### config.mk
export PLATFORM = sky130hd
export DESIGN_NAME = sync_framed_telegram_parser
export DESIGN_NICKNAME = d
export VERILOG_FILES = /design/src/rtl/sftp_pkg.sv /design/src/rtl/sync_framed_telegram_parser.sv
export SDC_FILE = /design/constraint.sdc
export NUM_CORES = 1
export LEC_CHECK = 0
export BUFFER_PORTS_ARGS = -buffer_cell sky130_fd_sc_hd__buf_2
export CORE_ASPECT_RATIO = 0.6
export CORE_MARGIN = 4
export CORE_UTILIZATION = 57
export DETAILED_ROUTE_END_ITERATION = 16
export GPL_TIMING_DRIVEN = 0
export PLACE_DENSITY_LB_ADDON = 0.12
export SLEW_MARGIN = 5
export SYNTH_ARGS = -nofsm -noshare
export SYNTH_HDL_FRONTEND = slang
export SYNTH_SLANG_ARGS = --single-unit
### constraint.sdc
create_clock -name aclk -period 8.9 [get_ports aclk]
set_input_delay 1.78 -clock aclk [delete_from_list [all_inputs] [get_ports aclk]]
set_output_delay 1.78 -clock aclk [all_outputs]
set_load 0.02 [all_outputs]
### src/rtl/sftp_pkg.sv
// Package for the framed telegram parser: phase codes, sync constants, word layout.
package sftp_pkg;

    localparam logic [7:0] SYNC_FIRST  = 8'hA5;
    localparam logic [7:0] SYNC_SECOND = 8'h5A;
    localparam logic [2:0] GROUP_BYTES = 3'd4;

    // Parser phase, one-hot
    typedef enum logic [7:0] {
        PH_SYNC1  = 8'b0000_0001,
        PH_SYNC2  = 8'b0000_0010,
        PH_TYPE   = 8'b0000_0100,
        PH_ORIGIN = 8'b0000_1000,
        PH_DATA   = 8'b0001_0000,
        PH_ID     = 8'b0010_0000,
        PH_STATUS = 8'b0100_0000,
        PH_CHECK  = 8'b1000_0000
    } phase_t;

    // Binary phase numbers as they appear on the result word
    localparam logic [2:0] CODE_SYNC1  = 3'd0;
    localparam logic [2:0] CODE_SYNC2  = 3'd1;
    localparam logic [2:0] CODE_TYPE   = 3'd2;
    localparam logic [2:0] CODE_ORIGIN = 3'd3;
    localparam logic [2:0] CODE_DATA   = 3'd4;
    localparam logic [2:0] CODE_ID     = 3'd5;
    localparam logic [2:0] CODE_STATUS = 3'd6;
    localparam logic [2:0] CODE_CHECK  = 3'd7;

    localparam int RES_BITS  = 91;
    localparam int RES_BYTES = (RES_BITS + 7) / 8;
    localparam int TDATA_W   = RES_BYTES * 8;

    function automatic logic [2:0] phase_code(input phase_t ph);
        logic [2:0] c;
        begin
            case (ph)
                PH_SYNC1:  c = CODE_SYNC1;
                PH_SYNC2:  c = CODE_SYNC2;
                PH_TYPE:   c = CODE_TYPE;
                PH_ORIGIN: c = CODE_ORIGIN;
                PH_DATA:   c = CODE_DATA;
                PH_ID:     c = CODE_ID;
                PH_STATUS: c = CODE_STATUS;
                PH_CHECK:  c = CODE_CHECK;
                default:   c = CODE_SYNC1;
            endcase
            return c;
        end
    endfunction

    // Write byte b into the slot of w (slot = remaining count - 1, so 4 -> bits 31..24)
    function automatic logic [31:0] put_byte(input logic [31:0] w, input logic [1:0] slot,
                                             input logic [7:0] b);
        logic [4:0]  sh;
        logic [31:0] mask;
        begin
            sh   = {slot, 3'b000};
            mask = 32'h0000_00FF << sh;
            return (w & ~mask) | ({24'b0, b} << sh);
        end
    endfunction

endpackage

### src/rtl/sync_framed_telegram_parser.sv
// Framed serial telegram parser: sync hunt, field capture and checksum check.
// Each result word is registered and appears in the cycle after its byte is accepted.
// Throughput: one byte per cycle unless the sink stalls; the whole per-byte update is one short
//   combinational step from the state registers into the result register.
// The output register frees itself in the cycle it is taken, so a stalled
//   sink only holds off the source while m_tvalid is high and m_tready low.
// Reset (aresetn low, synchronous): sync1 hunt, all holds and sum cleared.
module sync_framed_telegram_parser
    import sftp_pkg::*;
(
    input  logic               aclk,
    input  logic               aresetn,
    // input byte stream
    input  logic               s_tvalid,
    output logic               s_tready,
    input  logic [7:0]         s_tdata,   // [7:0] rx_byte
    // result stream, one word per input byte
    output logic               m_tvalid,
    input  logic               m_tready,
    output logic [TDATA_W-1:0] m_tdata,   // [2:0] parse_phase, [10:3] telegram_type,
                                          // [18:11] origin_code, [50:19] payload_word,
                                          // [82:51] sender_word, [90:83] status_code,
                                          // [95:91] zero
    output logic               m_tuser    // frame_good
);

    phase_t      phase_reg,   phase_next;
    logic [2:0]  left_reg,    left_next;
    logic [7:0]  sum_reg,     sum_next;
    logic [7:0]  type_reg,    type_next;
    logic [7:0]  origin_reg,  origin_next;
    logic [31:0] payload_reg, payload_next;
    logic [31:0] sender_reg,  sender_next;
    logic [7:0]  status_reg,  status_next;
    logic        good_next;

    logic               out_valid_reg;
    logic [TDATA_W-1:0] out_data_reg;
    logic               out_good_reg;

    logic       accept;
    logic [2:0] left_eff;   // group counter, out-of-range values treated as one
    logic [1:0] slot;

    // Output register empties when taken, so a new byte can enter every cycle while the sink takes words
    assign s_tready = !out_valid_reg || m_tready;
    assign accept   = s_tvalid && s_tready;

    always_comb begin
        case (left_reg) inside
            3'd1, 3'd2, 3'd3, 3'd4: left_eff = left_reg;
            default:                left_eff = 3'd1;
        endcase
    end
    assign slot = 2'(left_eff - 3'd1);

    // Per-byte parser step
    always_comb begin
        phase_next   = phase_reg;
        left_next    = left_reg;
        sum_next     = sum_reg;
        type_next    = type_reg;
        origin_next  = origin_reg;
        payload_next = payload_reg;
        sender_next  = sender_reg;
        status_next  = status_reg;
        good_next    = 1'b0;

        // only type through status bytes enter the checksum
        if (phase_reg == PH_TYPE || phase_reg == PH_ORIGIN || phase_reg == PH_DATA ||
            phase_reg == PH_ID || phase_reg == PH_STATUS) begin
            sum_next = sum_reg + s_tdata;
        end

        case (phase_reg)
            PH_SYNC1: begin
                if (s_tdata == SYNC_FIRST) begin
                    sum_next   = 8'd0;
                    phase_next = PH_SYNC2;
                end
            end
            PH_SYNC2: begin
                // a wrong second sync byte is dropped, not re-tested as a first
                phase_next = (s_tdata == SYNC_SECOND) ? PH_TYPE : PH_SYNC1;
            end
            PH_TYPE: begin
                type_next  = s_tdata;
                phase_next = PH_ORIGIN;
            end
            PH_ORIGIN: begin
                origin_next = s_tdata;
                left_next   = GROUP_BYTES;
                phase_next  = PH_DATA;
            end
            PH_DATA: begin
                payload_next = put_byte(payload_reg, slot, s_tdata);
                if (left_eff == 3'd1) begin
                    left_next  = GROUP_BYTES;
                    phase_next = PH_ID;
                end else begin
                    left_next = left_eff - 3'd1;
                end
            end
            PH_ID: begin
                sender_next = put_byte(sender_reg, slot, s_tdata);
                left_next   = left_eff - 3'd1;
                if (left_eff == 3'd1) begin
                    phase_next = PH_STATUS;
                end
            end
            PH_STATUS: begin
                status_next = s_tdata;
                phase_next  = PH_CHECK;
            end
            PH_CHECK: begin
                phase_next = PH_SYNC1;
                good_next  = (sum_reg == s_tdata);
            end
            default: begin
                phase_next = PH_SYNC1;
            end
        endcase
    end

    // Parser state
    always_ff @(posedge aclk) begin
        if (!aresetn) begin
            phase_reg   <= PH_SYNC1;
            left_reg    <= 3'd0;
            sum_reg     <= 8'd0;
            type_reg    <= 8'd0;
            origin_reg  <= 8'd0;
            payload_reg <= 32'd0;
            sender_reg  <= 32'd0;
            status_reg  <= 8'd0;
        end else if (accept) begin
            phase_reg   <= phase_next;
            left_reg    <= left_next;
            sum_reg     <= sum_next;
            type_reg    <= type_next;
            origin_reg  <= origin_next;
            payload_reg <= payload_next;
            sender_reg  <= sender_next;
            status_reg  <= status_next;
        end
    end

    // Result register
    always_ff @(posedge aclk) begin
        if (!aresetn) begin
            out_valid_reg <= 1'b0;
        end else if (accept) begin
            out_valid_reg <= 1'b1;
        end else if (m_tready) begin
            out_valid_reg <= 1'b0;
        end
    end

    always_ff @(posedge aclk) begin
        if (accept) begin
            out_good_reg <= good_next;
            out_data_reg <= {(TDATA_W - RES_BITS)'(0), status_next, sender_next,
                             payload_next, origin_next, type_next, phase_code(phase_next)};
        end
    end

    assign m_tvalid = out_valid_reg;
    assign m_tdata  = out_data_reg;
    assign m_tuser  = out_good_reg;

endmodule
==> results.toml, run 1 <==
[setup_path]
crit_fanout = 3
r2r-end = "m_tdata[69]$_DFFE_PP_"
cp.required_ns = 7.12
crit_chain = "buf_2 > nand2b_1 > buf_2"
start_kind = "input port"
rr_worst_depth = 8
rr_startpoint = "left_reg[2]$_SDFFE_PN0P_"
rrSetupSlack_ns = 6.11
slowest_stage = "buf_2"
crit_top_cell = "buf_2"
crit_buf_inv = 2
max_stage_delay_ns = 0.18
cp.arrival_ns = 2.22
critPathTopFamily = "buffers and inverters"
crit_type = "input port to output port"
cp-end-kind = "output port"

[die]
io_pins = 111
core_area_sq_um = 14510
die_h_um = 102.3
initial_core_util = 0.5825
dieArea_sq_um = 16900
rows = 34
die_w_um = 165.2

[clock_tree]
cts_setup_buffers = 0
cts-resized-gates = 0
htree_levels = 4
cts_tree = "built"
numCtsBuffers = 17
clkTransAtPathRegs_ns = 0.07
cts_hold_buffers = 0
insertion_delay_ns = 0.43
cts-root-buf = "clkbuf_16"
cts.sinks = 200
cts_buffer_depth = 2

[route]
dr.pass1.iters = 6
vias_per_cell = 6.430
drt-total-wl_mm = 23.27
drtAntennaViolNets = 0
num_vias = 7002
wire_per_inst_um = 21.37
drt-initial-drc-count = 875
drc = 0

[global_routing]
grt_pass1_wl_mm = 35.82
antenna_found_initial = 0
use_met1 = 0.4032
grt_max_degree = 49
grt_use_total = 0.2773
grt-ovfl-total = 0
met2_usage = 0.4079
grt_use_met3 = 0.07900
busiest_layer = "met2"
grt_pass1_vias = 6648

[min_path]
min_to = "type_reg[6]$_SDFFE_PN0P_"
holdPathStages = 2
hold_path.class = "flip-flop to flip-flop"
hp-start = "type_reg[6]$_SDFFE_PN0P_"

[logic_synthesis]
yosys.cell_types.count = 57
synth-edff-count = 92
syn_area_per_cell_sq_um = 11.28
netlist_instances = 749
syn_area_sq_um = 8451
async_reset_ff_frac = 0
synth_top_area_share = 0.3269
synth_common_cells = "113 x nor2_1, 108 x dfxtp_1, 92 x edfxtp_1, 64 x a22o_1, 64 x a32oi_1"
synth.area.top_cells = "edfxtp_1 33%, dfxtp_1 26%, a22o_1 6.6%"
ys_seq_area_frac = 0.5828
yosys.area.top_type = "edfxtp_1"
synthMostInstantiatedCell = "nor2_1"
yosys_warnings = 0
synth_flop_cell = "dfxtp_1"
synth-seq-cells = 200

[power_and_ir_drop]
p_int_w = 0.001461
peakVddDrop_mv = 0.1342
power.total_w = 0.001961
seqPwrFrac = 0.512
p_per_area_nw_per_um2 = 198.6
clkPwrFrac = 0.398
sw_frac_of_total = 0.2547
p_sw_w = 0.0004993
leakagePower_nw = 3.803
combPwrFrac = 0.091

[placement]
portBuffers = 104
gp_congestion = 0.9683
postPlaceCellArea_sq_um = 9275
dp_hpwl_mm = 15.73

[layout]
nets = 902
largest_reg_flops = 91
area_delta_synth_final_pct = 16.80
fin_area_sq_um = 9871
insertedDiodeCount = 0
layout-drive-gt1-share = 0.2155

[timing]
drv_slew = 0
setup_violations = 0
timing.slew.headroom = 0.3811
grt_setup_unrepaired = "no"
setup_tns_ns = 0
skew_ns = 0.01276
max_freq_ghz = 0.2501
fin_crit_ns = 3.999
finalCritPeriodShare = 0.4493
hold_viol = 0
tightest_slew_ns = 0.9283

[job]
cap_violations = 0

[outcome]
status = "finished, final reports clean"
[how the worst max path moves through the flow]
stage                                  endpoint     start  cells after the start  slack [ns]
after global placement    m_tdata[40]$_DFFE_PP_  m_tready                      6        2.12
after detailed placement  m_tdata[40]$_DFFE_PP_  m_tready                      8        4.82
after floorplan            m_tdata[0]$_DFFE_PP_  m_tready                      5        3.15
final                                  s_tready  m_tready                      3        4.90
after CTS                              s_tready  m_tready                      3        4.91
after global routing                   s_tready  m_tready                      3        4.89
[metrics by stage]
stage	utilization	hold WS [ns]	instances	setup slack (ns)
after CTS	0.6804	0.4636	1089	4.905
after detailed placement	0.6394	0.4537	1057	4.821
after global routing	0.6804	0.4891	1089	4.887
after floorplan	-	0.4329	753	3.154
final	0.6804	0.4631	1089	4.901
after global placement	0.6365	0.4384	1055	2.122
[power groups by stage]
| stage | combinational, W | clock (W) | sequential (W) |
|---|---|---|---|
| detailed placement | 0.000174 | 0 | 0.00102 |
| floorplan | 0.0000808 | 0 | 0.00106 |
| CTS | 0.000175 | 0.000784 | 0.00100 |
| global placement | 0.000166 | 0 | 0.00103 |
| finish | 0.000178 | 0.000779 | 0.00100 |
| global route | 0.000189 | 0.000823 | 0.00101 |
[cell type report]
class                   instances  area (sq um)
plain buffers                  68         320.3
multi-input cells             479          3199
flip-flops and latches        200          4925
clock buffers                  21         471.7
well taps                     198         247.7
inverters                       6         22.52
clock inverters                11         123.9
repair buffers                106         560.5
fillers                      1086          4636
[metal layers]
metal | wire, um | share of wire | vias to the layer above
li1 | - | - | 3109
met1 | 9978 | 0.43 | 3391
met2 | 10070 | 0.43 | 452
met3 | 2762 | 0.12 | 50
met4 | 454 | 0.020 | 0
met5 | 0 | 0 | -
[kinds of logic after synthesis]
family	share of synthesized area
and+or+nand+nor	0.1393
adders and majority gates	0.01866
other	0.0004438
muxes	0.03198
DFF	0.5828
xor gates and xnor gates	0.007255
buffers and inverters	0.04042
AOI/OAI and AO/OA	0.1792
[tightest hold or removal path, delay by kind of cell, from the launching register on]
| kind | cells | cell delay, ns |
|---|---|---|
| compound gates | 1 | 0.05 |
| flops | 1 | 0.31 |
| simple gates | 1 | 0.05 |
[placed cells by master, fill, tap and decap left out, types with 6 or more instances in the layout]
cell type,count
nand2_1,36
edfxtp_1,92
buf_2,111
nand3_1,19
nor3_1,17
o21ai_0,13
a22o_1,64
nand4_1,6
clkbuf_16,18
clkbuf_1,45
a32oi_1,64
buf_4,11
a21oi_1,31
nand2b_1,8
mux2_2,24
nor2_1,113
dfxtp_1,108
ha_1,11
No activity file was read; power rests on OpenSTA's default activity.
==> inputs of run 2 (changes only) <==
Settings changed: ABC_AREA from default to 1.
Clock period 8.9 ns to 3.8 ns, I/O delays scaled along.
==> run 2 against run 1 <==
Against the previous run:
- combinational power grew to 4.1 times the previous value
- via count rose by 6.8%
- critical path depth rose by 10
- die area is 11% higher
- clock-buffer cell count fell by 2
- utilization decreased by 1.2 points
- synthesized area increased by 12%
- clock skew decreased by 0.0011 ns
- power grew to 2.5 times the previous value
- sequential cell count unchanged
- register-to-register slack got worse by 4.9 ns
- highest routed layer unchanged
==> results.toml, run 2 <==
[route]
drc = 0
vias_per_cell = 5.325
dr.pass1.iters = 6
drt-initial-drc-count = 848
num_vias = 7481
drtAntennaViolNets = 0
drt-total-wl_mm = 24.01
wire_per_inst_um = 17.09

[setup_path]
rrSetupSlack_ns = 1.26
crit_fanout = 11
cp.required_ns = 4.18
cp-end-kind = "flip-flop"
start_kind = "flip-flop"
crit_type = "flip-flop to flip-flop"
cp.arrival_ns = 2.93

[layout]
multi_input_area_sq_um = 3480
finalNonFillerCells = 1405
nFillCells = 1311
layout-drive-gt1-share = 0.2430
layout_commonest_cell = "inv_1"
fin_util = 0.6686
area_delta_synth_final_pct = 15.04
largest_reg_flops = 91
nets = 1188
register_area_sq_um = 4925
layout_common_cells = "173 x inv_1, 128 x nand2_1, 122 x buf_2"
insertedDiodeCount = 0

[timing]
max_freq_ghz = 0.3933
hold_viol = 0
setup_violations = 0
drv_slew = 0
hold_slack_ns = 0.4971
setup_tns_ns = 0
fin_crit_ns = 2.543
worst_slack_ns = 1.257
grt_setup_unrepaired = "no"
timing.slew.headroom = 0.3355
skew_ns = 0.01166
finalCritPeriodShare = 0.6691
tightest_slew_ns = 0.9968

[clock_tree]
cts_tree = "built"
cts-resized-gates = 0
clkTransAtPathRegs_ns = 0.08
cts-root-buf = "clkbuf_16"
numCtsBuffers = 17
cts_hold_buffers = 0
cts_setup_buffers = 0
cts_buffer_depth = 2
insertion_delay_ns = 0.44
htree_levels = 4
cts.sinks = 200

[job]
cap_violations = 0

[logic_synthesis]
syn_area_per_cell_sq_um = 9.122
synth.area.top_cells = "edfxtp_1 29%, dfxtp_1 23%, inv_1 6.9%"
yosys_warnings = 0
synth_common_cells = "173 x inv_1, 128 x nand2_1, 108 x dfxtp_1, 96 x nor2_1, 92 x edfxtp_1"
netlist_instances = 1036
ys_seq_area_frac = 0.5211
syn_area_sq_um = 9450
synth_flop_cell = "dfxtp_1"
synth_top_area_share = 0.2923
yosys.area.top_type = "edfxtp_1"
yosys.cell_types.count = 46
synth-seq-cells = 200
synth-edff-count = 92
synthMostInstantiatedCell = "inv_1"
async_reset_ff_frac = 0

[global_routing]
grt_pass1_vias = 6914
grt_use_total = 0.2590
antenna_found_initial = 0
grt_pass1_wl_mm = 37.72
grt-ovfl-total = 0
grt_max_degree = 102

[outcome]
status = "finished, final reports clean"

[power_and_ir_drop]
p_int_w = 0.003549
peakVddDrop_mv = 0.2799
sw_frac_of_total = 0.2886
p_sw_w = 0.001440
combPwrFrac = 0.146
seqPwrFrac = 0.497
leakagePower_nw = 5.055
clkPwrFrac = 0.357
p_per_area_nw_per_um2 = 458.9

[placement]
pre_cts_ws_ns = 0.7652
portBuffers = 104
gp_congestion = 0.8803
place_inst = 1372
dp_hpwl_mm = 16.27

[die]
dieArea_sq_um = 18770
initial_core_util = 0.5812
io_pins = 111
rows = 36
core_area_sq_um = 16260
die_h_um = 107.7
die_w_um = 174.2

[min_path]
hold_path.class = "flip-flop to flip-flop"
run 2: final cells by class:
cell class,count,share of cell area
Buffer,59,0.03395
Clock buffer,19,0.04074
Clock inverter,13,0.01197
Inverter,182,0.06364
Multi-Input combinational cell,599,0.3201
Sequential cell,200,0.4530
Tap cell,228,0.02624
Timing Repair Buffer,105,0.05041
run 2: final timing paths:
path,start,endpoint,cells past startpoint
min reg2reg,sum_reg[7]$_SDFFE_PN0P_,sum_reg[7]$_SDFFE_PN0P_,2
min,sum_reg[7]$_SDFFE_PN0P_,sum_reg[7]$_SDFFE_PN0P_,2
max,left_reg[0]$_SDFFE_PN0P_,payload_reg[1]$_SDFFE_PN0P_,13
max reg2reg,left_reg[0]$_SDFFE_PN0P_,payload_reg[1]$_SDFFE_PN0P_,13
run 2: cell families after synthesis:
kind of cell / after synthesis / synth area share
simple gates: 321 / 0.1716
compound gates: 258 / 0.1752
buf+inv: 241 / 0.1123
flops: 200 / 0.5211
fa+ha+maj: 12 / 0.01668
xor+xnor: 3 / 0.002781
other cells: 1 / 0.0003968
run 2: through the flow:
| stage | power (W) | area [sq um] |
|---|---|---|
| 4_1_cts | 0.004994 | 10840 |
| 5_1_grt | 0.005184 | 10870 |
| 3_5_place_dp | 0.003240 | 10270 |
| 6_report | 0.004989 | 10870 |
| 2_1_floorplan | 0.003029 | 9465 |
| 3_3_place_gp | 0.003225 | 10270 |
run 2: power groups by stage:
stage / logic, W / registers (W) / clock network (W)
2_1_floorplan: 0.000404 / 0.00262 / 0
3_3_place_gp: 0.000701 / 0.00252 / 0
3_5_place_dp: 0.000712 / 0.00253 / 0
4_1_cts: 0.000718 / 0.00248 / 0.00180
5_1_grt: 0.000800 / 0.00250 / 0.00189
6_report: 0.000731 / 0.00248 / 0.00178
run 2: worst max-delay path, cell delays in order, from the launching register on:
cell and delay [ns]:
dfxtp_1 0.36, nor2_4 0.14, nand2_4 0.08, nand2_2 0.10, nand2_4 0.12, buf_4 0.21
ha_1 0.28, buf_4 0.20, inv_2 0.14, buf_2 0.28, nand3_1 0.19, o22ai_2 0.23
o21ai_1 0.09, inv_1 0.05
run 2: routing by layer:
layer  vias up  part of all wire  GRT usage
li1       3658                 -          -
met1      3455              0.47     0.3896
met2       331              0.42     0.3776
met3        37             0.096    0.05932
met4         0             0.016    0.06550
met5         -                 0          0
==> inputs of run 3 (changes only) <==
Settings changed: ABC_AREA 1 to 0, CORE_UTILIZATION 57 to 52.
Clock period 3.8 ns to 2.33 ns, I/O delays scaled along.
==> run 3 against run 2 <==
Against the previous run:
- combinational power shrank 5.5%
- global-route usage shrank 0.060 points
- critical path depth shrank 8
- power grew 50%
- die area shrank 1.9%
==> results.toml, run 3 (synthesis gave the netlist of run 1 again) <==
[outcome]
status = "finished, final reports clean"

[power_and_ir_drop]
peakVddDrop_mv = 0.5546
p_int_w = 0.005508
leakagePower_nw = 3.820
p_per_area_nw_per_um2 = 750.6
seqPwrFrac = 0.512
combPwrFrac = 0.092
clkPwrFrac = 0.396
sw_frac_of_total = 0.2648
p_sw_w = 0.001984

[layout]
multi_input_area_sq_um = 3279
fin_area_sq_um = 9982
nets = 903
layout_common_cells = "112 x nor2_1, 108 x dfxtp_1, 107 x buf_2"
layout-drive-gt1-share = 0.2365
register_area_sq_um = 4925
area_delta_synth_final_pct = 18.12
finalNonFillerCells = 1095
layout_commonest_cell = "nor2_1"
largest_reg_flops = 91
nFillCells = 1247
insertedDiodeCount = 0

[clock_tree]
htree_levels = 4
insertion_delay_ns = 0.43
cts-root-buf = "clkbuf_16"
cts_buffer_depth = 2
cts.sinks = 200
numCtsBuffers = 17
cts_hold_buffers = 0
clkTransAtPathRegs_ns = 0.08
cts_tree = "built"

[min_path]
holdPathStages = 3
hold_path.class = "input port to flip-flop"
hp-start = "s_tvalid"
min_to = "m_tvalid$_SDFFE_PN0P_"

[die]
dieArea_sq_um = 18420
rows = 35
die_w_um = 172.6
die_h_um = 106.7
core_area_sq_um = 15630
io_pins = 111
initial_core_util = 0.5405

[timing]
timing.slew.headroom = 0.3604
max_freq_ghz = 0.4341
drv_slew = 0
setup_violations = 0
finalCritPeriodShare = 0.9887
fin_crit_ns = 2.304
tightest_slew_ns = 0.9593
skew_ns = 0.01549
hold_viol = 0
worst_slack_ns = 0.02633
grt_setup_unrepaired = "yes"
hold_slack_ns = 0.2821

[setup_path]
critPathTopFamily = "simple AND/OR/NAND/NOR gates"
r2r-end = "sum_reg[6]$_SDFFE_PN0P_"
cp.arrival_ns = 2.60
cp.depth = 5
crit_chain = "or4_4 > a211o_1 > and4_1 > a21oi_1 > o32ai_1"
cp-end-kind = "flip-flop"
crit_buf_inv = 0
start_kind = "flip-flop"
slowest_stage = "or4_4"
cp.required_ns = 2.62
rr_worst_depth = 5
max_stage_delay_ns = 0.58
rr_startpoint = "phase_reg[7]$_SDFFE_PN0P_"
crit_type = "flip-flop to flip-flop"
crit_fanout = 6
rrSetupSlack_ns = 0.03

[global_routing]
grt_use_met3 = 0.07223
antenna_found_initial = 0
grt_max_degree = 102
grt-ovfl-total = 0
use_met1 = 0.3753
busiest_layer = "met2"
grt_pass1_vias = 6658
met2_usage = 0.3792
grt_pass1_wl_mm = 37.20
grt_use_total = 0.2584

[route]
dr.pass1.iters = 5
vias_per_cell = 6.264
drt-total-wl_mm = 24.26
num_vias = 6859
drtAntennaViolNets = 0
wire_per_inst_um = 22.15
drt-initial-drc-count = 872
drc = 0

[placement]
dp_hpwl_mm = 16.04
gp_congestion = 0.9181
portBuffers = 104
pre_cts_ws_ns = -0.3662
place_inst = 1060
postPlaceCellArea_sq_um = 9248

[job]
cap_violations = 0
==> run 3: final cells by class <==
type                    instances  area share
flip-flops and latches        200      0.4934
multi-input cells             479      0.3285
repair buffers                109     0.05716
clock buffers                  19     0.04337
plain buffers                  66     0.03409
well taps                     203     0.02545
clock inverters                13     0.01542
inverters                       6    0.002632
==> run 3: stage by stage <==
stage / total power, W / utilization / TNS, ns
3_5_place_dp: 0.004576 / 0.5915 / -55.40
4_1_cts: 0.007492 / 0.6319 / 0
2_1_floorplan: 0.004332 / - / 0
6_report: 0.007493 / 0.6385 / 0
3_3_place_gp: 0.004552 / 0.5915 / -34.97
5_1_grt: 0.007731 / 0.6385 / -0.2379
==> run 3: power by group through the flow <==
stage / sequential, W / clock, W / combinational (W)
final: 0.00384 / 0.00297 / 0.000691
after detailed placement: 0.00391 / 0 / 0.000661
after global placement: 0.00391 / 0 / 0.000645
after floorplan: 0.00402 / 0 / 0.000311
after global routing: 0.00385 / 0.00315 / 0.000731
after CTS: 0.00384 / 0.00299 / 0.000670
==> run 3: how the worst max path moves through the flow <==
stage / startpoint / end / slack (ns)
floorplan: left_reg[1]$_SDFFE_PN0P_ / m_tdata[67]$_DFFE_PP_ / 0.06
global placement: left_reg[1]$_SDFFE_PN0P_ / m_tdata[74]$_DFFE_PP_ / -0.32
detailed placement: left_reg[1]$_SDFFE_PN0P_ / m_tdata[75]$_DFFE_PP_ / -0.37
CTS: phase_reg[7]$_SDFFE_PN0P_ / m_tdata[43]$_DFFE_PP_ / 0.009
global route: m_tvalid$_SDFFE_PN0P_ / type_reg[2]$_SDFFE_PN0P_ / -0.05
finish: phase_reg[7]$_SDFFE_PN0P_ / sum_reg[6]$_SDFFE_PN0P_ / 0.03
==> run 3: routing by layer <==
| layer | share of wire | vias up |
|---|---|---|
| met4 | 0.014 | 0 |
| met2 | 0.43 | 375 |
| met5 | 0 | - |
| li1 | - | 3121 |
| met1 | 0.46 | 3330 |
| met3 | 0.10 | 33 |
==> run 3: timing repair <==
action	4_1_cts	5_1_grt
endpoints found under the setup margin	220	226
setup buffers	0	5
hold endpoints to repair	0	0
resized for setup	10	21
pin swaps	0	4
==> run 3: tightest hold or removal path: cells and delay by family <==
family	cells	cell delay [ns]
buffers and inverters	2	0.15
AOI/OAI and AO/OA	1	0.05
